**config.mk**
```make
export PLATFORM = sky130hd
export DESIGN_NAME = pgcm_channel
export DESIGN_NICKNAME = d
export VERILOG_FILES = /design/src/rtl/pgcm_pkg.sv /design/src/rtl/pgcm_channel.sv
export SDC_FILE = /design/constraint.sdc
export NUM_CORES = 2
export LEC_CHECK = 0
export ABC_AREA = 1
export BUFFER_PORTS_ARGS = -buffer_cell sky130_fd_sc_hd__buf_2
export CAP_MARGIN = 20
export CORE_MARGIN = 2
export CORE_UTILIZATION = 45
export DETAILED_ROUTE_END_ITERATION = 16
export GPL_TIMING_DRIVEN = 0
export PLACE_DENSITY = 0.65
export REMOVE_ABC_BUFFERS = 1
export SLEW_MARGIN = 25
export SYNTH_ARGS = -nofsm -noshare
export SYNTH_HDL_FRONTEND = slang
export SYNTH_SLANG_ARGS = --single-unit
```
**constraint.sdc**
```tcl
create_clock -name clk -period 16.63 [get_ports clk]
set_input_delay 3.326 -clock clk [delete_from_list [all_inputs] [get_ports clk]]
set_output_delay 3.326 -clock clk [all_outputs]
set_load 0.03 [all_outputs]
```
**src/rtl/pgcm_pkg.sv**
```systemverilog
`default_nettype none

package pgcm_pkg;

    // operation codes of an input word
    localparam logic OP_LOOKUP = 1'b0;
    localparam logic OP_WRITE  = 1'b1;

    // configuration register indexes
    typedef enum logic [1:0] {
        REG_PALETTE_SELECT = 2'd0,
        REG_USER_COUNT     = 2'd1,
        REG_OUTPUT_SCALE   = 2'd2
    } cfg_reg_t;

    // palette selector codes
    localparam logic [2:0] PAL_GRAY = 3'd5;
    localparam logic [2:0] PAL_USER = 3'd6;
    localparam logic [2:0] PAL_SPARE = 3'd7;

    // stage advance strobes handed to the channel datapath
    typedef struct packed {
        logic s4;
        logic s5;
        logic s6;
    } pgcm_adv_t;

    // built-in palettes, packed back to back
    localparam int ROM_ENTRIES = 47;
    localparam logic [23:0] ROM_COLORS [ROM_ENTRIES] = '{
        // green-yellow-red
        24'h00ff00, 24'hff0000,
        // red-yellow-green
        24'hff0000, 24'h00ff00,
        // rainbow
        24'hff00ff, 24'h0000ff, 24'h00ffff, 24'h00ff00, 24'hffff00, 24'hff0000,
        // blue-pink-yellow
        24'h000066, 24'h0000a3, 24'h0000e1, 24'h1900ff, 24'h4900ff, 24'h7a00ff,
        24'haa16e8, 24'hdb35c9, 24'hff54aa, 24'hff738b, 24'hff926c, 24'hffb14d,
        24'hffd02e, 24'hffef0f, 24'hffff5f,
        // green-yellow-red fine
        24'h197f00, 24'h339900, 24'h59ad00, 24'h7fbf00, 24'h99cc00, 24'hb2d800,
        24'hd8ed00, 24'hf2ff00, 24'hfad600, 24'hffbf00, 24'hffa800, 24'hff7f00,
        24'hff6600, 24'hff5400, 24'hff0000,
        // gray
        24'hacacac, 24'h8c8c8c, 24'h6c6c6c, 24'h4c4c4c, 24'h323232, 24'h191919,
        24'h0a0a0a
    };
    localparam logic [5:0] ROM_START [6] = '{6'd0, 6'd2, 6'd4, 6'd10, 6'd25, 6'd40};
    localparam logic [4:0] ROM_LEN   [6] = '{5'd2, 5'd2, 5'd6, 5'd15, 5'd15, 5'd7};

    // built-in palette entry, selector and index clamped into the table
    function automatic logic [23:0] rom_color(input logic [2:0] sel, input logic [4:0] k);
        logic [2:0] s;
        logic [4:0] kk;
        logic [5:0] addr;
        s = (sel > PAL_GRAY) ? PAL_GRAY : sel;
        kk = (k >= ROM_LEN[s]) ? (ROM_LEN[s] - 5'd1) : k;
        addr = ROM_START[s] + {1'b0, kk};
        return ROM_COLORS[addr];
    endfunction

    // entry count minus one of a built-in palette
    function automatic logic [4:0] rom_last(input logic [2:0] sel);
        logic [2:0] s;
        s = (sel > PAL_GRAY) ? PAL_GRAY : sel;
        return ROM_LEN[s] - 5'd1;
    endfunction

endpackage

`default_nettype wire

```
**src/rtl/pgcm_channel.sv**
```systemverilog
`default_nettype none

module pgcm_channel
    import pgcm_pkg::*;
#(
    parameter int FRAC_BITS = 16
)
(
    input  wire logic                 clk,
    input  wire pgcm_adv_t            adv,
    input  wire logic [7:0]           lo_level,
    input  wire logic [7:0]           hi_level,
    input  wire logic [FRAC_BITS-1:0] frac,
    input  wire logic [15:0]          scale,
    output logic      [23:0]          level
);

    localparam logic [FRAC_BITS:0] POS_ONE = {1'b1, {FRAC_BITS{1'b0}}};
    // floor(y / 255) = (y * RECIP_255) >> 39 for any 32-bit y
    localparam logic [63:0] RECIP_255 = 64'h0000_0000_8080_8081;

    logic [FRAC_BITS:0]    w_hi;
    logic [FRAC_BITS:0]    w_lo;
    logic [FRAC_BITS+8:0]  blend;
    logic [FRAC_BITS+7:0]  weighted_reg;
    logic [FRAC_BITS+23:0] scaled;
    logic [31:0]           scaled_reg;
    logic [63:0]           recip_prod;
    logic [23:0]           level_reg;

    // interpolation weights and blend of the two neighbor levels
    always_comb
    begin
        w_hi = {1'b0, frac};
        w_lo = POS_ONE - w_hi;
        blend = (FRAC_BITS+9)'(lo_level) * (FRAC_BITS+9)'(w_lo)
              + (FRAC_BITS+9)'(hi_level) * (FRAC_BITS+9)'(w_hi);
    end

    always_ff @(posedge clk)
    begin
        if (adv.s4)
        begin
            weighted_reg <= blend[FRAC_BITS+7:0];
        end
    end

    // scale by output range, keep 8 fraction bits of the level
    assign scaled = (FRAC_BITS+24)'(weighted_reg) * (FRAC_BITS+24)'(scale);

    always_ff @(posedge clk)
    begin
        if (adv.s5)
        begin
            scaled_reg <= scaled[FRAC_BITS+23:FRAC_BITS-8];
        end
    end

    // divide by 255 through the reciprocal
    assign recip_prod = 64'(scaled_reg) * RECIP_255;

    always_ff @(posedge clk)
    begin
        if (adv.s6)
        begin
            level_reg <= recip_prod[62:39];
        end
    end

    assign level = level_reg;

endmodule

`default_nettype wire

```
==> flow_summary.ini <==
[worst_hold_path]
hp-start = scaled_reg[31]
min_path_cells = 2
hold_end = level[23]
hold_class = flip-flop to flip-flop

[clock_tree]
cts_hold_buf = 0
root_buffer = clkbuf_16
cts_setup_buffers = 0
cts_buffer_depth = 2
htree_levels = 3
cts_resized = 0
clkLatencyLatePin_ns = 0.36
clock_sinks = 80
numCtsBuffers = 9
clk_pin_slew_worst_paths_ns = 0.06
cts_tree = built

[synth]
synth_cells = 4132
ys_seq_area_frac = 0.0752
synthArstFlopShare = 0
synth_edf_count = 80
synth-xor-area-share = 0.0143
synth_area_um2 = 31900
avgSynthCellArea_um2 = 7.73
synthMuxAreaShare = 0
ys.flop_type = edfxtp_1
yosys_warnings = 0
synth_cell_type_count = 38
synth-seq-cells = 80
synth-simple-area-share = 0.179
synth_top_family_by_area = adder cells
synth_compound_area_frac = 0.0513
synth_fa_ha_area_frac = 0.529

[worst_setup_path]
reg2regPathDepth = 18
critPathKind = input pin to flip-flop
crit_fanout = 18
r2r-end = scaled_reg[31]
start_kind = input pin
ff2ff_setup_slack_ns = 10.27
r2r-start = weighted_reg[17]
cp.arrival_ns = 9.87
end_kind = flip-flop
required_ns = 16.74

[floorplanning]
die_h_um = 270
io_pins = 76
die_x_um = 270
fp-row-count = 97
start_util = 0.455
die_area_um2 = 73100
coreArea_um2 = 70100

[routing]
routed_via_density = 5.02
route.detailed.drc = 0
routed_wirelength_um = 79500
wl_per_cell_um = 15.8
drt_pass1_iterations = 7
antenna_left = 0
drt-initial-drc-count = 1459
vias = 25303

[flow_run]
drv_cap = 0

[timing]
hold_slack_ns = 0.918
finalSetupViolations = 0
period_minus_slack_ns = 9.76
slew-limit-headroom = 0.319
maxSlewViolCount = 0
hold_violations = 0
rsz0062_at_grt = false
fin_crit_sh = 0.587
skew_ns = 0.00862
worstMarginPinSlew_ns = 1.02
clock.fmax_mhz = 102
fin_setup_tns_ns = 0

[global_routing]
track_usage = 0.227
grt_pass1_wl_um = 134000
grt_start_max_net_pins = 33
antenna_found_initial = 0
overflow = 0
grt_pass1_vias = 26557

[cells_and_area]
nFillCells = 7046
largest_reg_flops = 32
drive_above_1_share = 0.0268
n_antenna_cell = 0
syn_to_final_growth_pct = 4.21
fin_nets = 5156

[placed_design]
io_buffers = 75
place.gp.congestion = 0.956
dpl.hpwl_um = 68400

[status]
status = finished clean
per-stage QoR:
| step | area [um^2] | setup slack, ns | utilization | std cells |
|---|---|---|---|---|
| final | 33300 | 6.87 | 0.474 | 5038 |
| after global routing | 33300 | 6.51 | 0.474 | 5038 |
| after CTS | 33300 | 6.90 | 0.474 | 5038 |
| after detailed placement | 33000 | 6.56 | 0.470 | 5022 |
| after global placement | 33000 | 6.55 | 0.470 | 5022 |
| after floorplan | 31400 | 7.64 | - | 4007 |
worst max-delay path by stage:
stage / start / endpoint / slack (ns)
floorplan: frac[0] / weighted_reg[19] / 7.64
global placement: frac[0] / weighted_reg[18] / 6.55
detailed placement: frac[0] / weighted_reg[18] / 6.56
CTS: frac[0] / weighted_reg[18] / 6.90
global route: frac[0] / weighted_reg[18] / 6.51
finish: frac[0] / weighted_reg[18] / 6.87
routing by layer:
metal  routed length, um  share of wire  vias up  global-route usage
met3                4670          0.059      122              0.0280
met1               35400           0.45    12281               0.306
li1                    -              -    12134                   -
met2               37400           0.47      766               0.387
met4                1990          0.025        0              0.0560
met5                   0              0        -                   0
cells by family after synthesis:
kind of cell,Yosys count
buf+inv,1275
xor+xnor,52
simple gates,1415
fa+ha+maj,1011
flops,80
compound gates,299
cell usage after synthesis (4+ instances only):
master | n | share of area
xor2_1 | 36 | 0.0099
nand3b_1 | 4 | 0.00094
nand4_1 | 25 | 0.0049
xnor2_1 | 16 | 0.0044
o21bai_1 | 18 | 0.0042
edfxtp_1 | 80 | 0.075
nor3_1 | 25 | 0.0039
a21boi_0 | 8 | 0.0019
clkbuf_1 | 118 | 0.014
ha_1 | 446 | 0.17
inv_1 | 1149 | 0.14
nor2_1 | 242 | 0.028
nand2_2 | 5 | 0.00098
buf_6 | 4 | 0.0014
a31oi_1 | 9 | 0.0018
nor4_1 | 8 | 0.0016
nand2_1 | 994 | 0.12
fa_1 | 565 | 0.35
a21o_1 | 18 | 0.0042
nand3_1 | 94 | 0.015
o21ai_0 | 97 | 0.015
a21oi_1 | 144 | 0.023
critical path, stage by stage:
cell,delay (ns)
buf_2,0.36
inv_1,0.10
ha_1,0.27
nand2_4,0.10
nor2_4,0.04
nand3_4,0.13
nor2_1,0.06
nor2_1,0.55
nand2_1,0.17
fa_1,0.54
fa_1,0.57
fa_1,0.44
fa_1,0.54
inv_1,0.05
fa_1,0.52
fa_1,0.46
ha_1,0.37
a21oi_1,0.24
a21boi_0,0.47
o21ai_0,0.26
a21oi_1,0.22
xnor2_1,0.09
final cells by class:
class	instances	area (um^2)	area share
Sequential cell	80	2400	0.0722
Inverter	1150	4320	0.130
Clock buffer	9	225	0.00677
Tap cell	940	1180	0.0353
Timing Repair Buffer	75	375	0.0113
Multi-Input combinational cell	2777	24700	0.743
Clock inverter	7	70.1	0.00211
layout by cell type, fill, tap and decap left out, drive strengths merged, types with 16 or more instances in the layout:
| cell | count |
|---|---|
| o21ai | 98 |
| a21oi | 144 |
| nand2 | 1001 |
| xnor2 | 16 |
| nand3 | 97 |
| edfxtp | 80 |
| o21bai | 18 |
| buf | 75 |
| a21o | 18 |
| nand4 | 26 |
| inv | 1152 |
| fa | 565 |
| xor2 | 36 |
| ha | 446 |
| nor2 | 247 |
| nor3 | 28 |
Power is left out: the tool's default activity adds up to more than one toggle a clock period on the data nets, which glitch-free logic cannot reach.
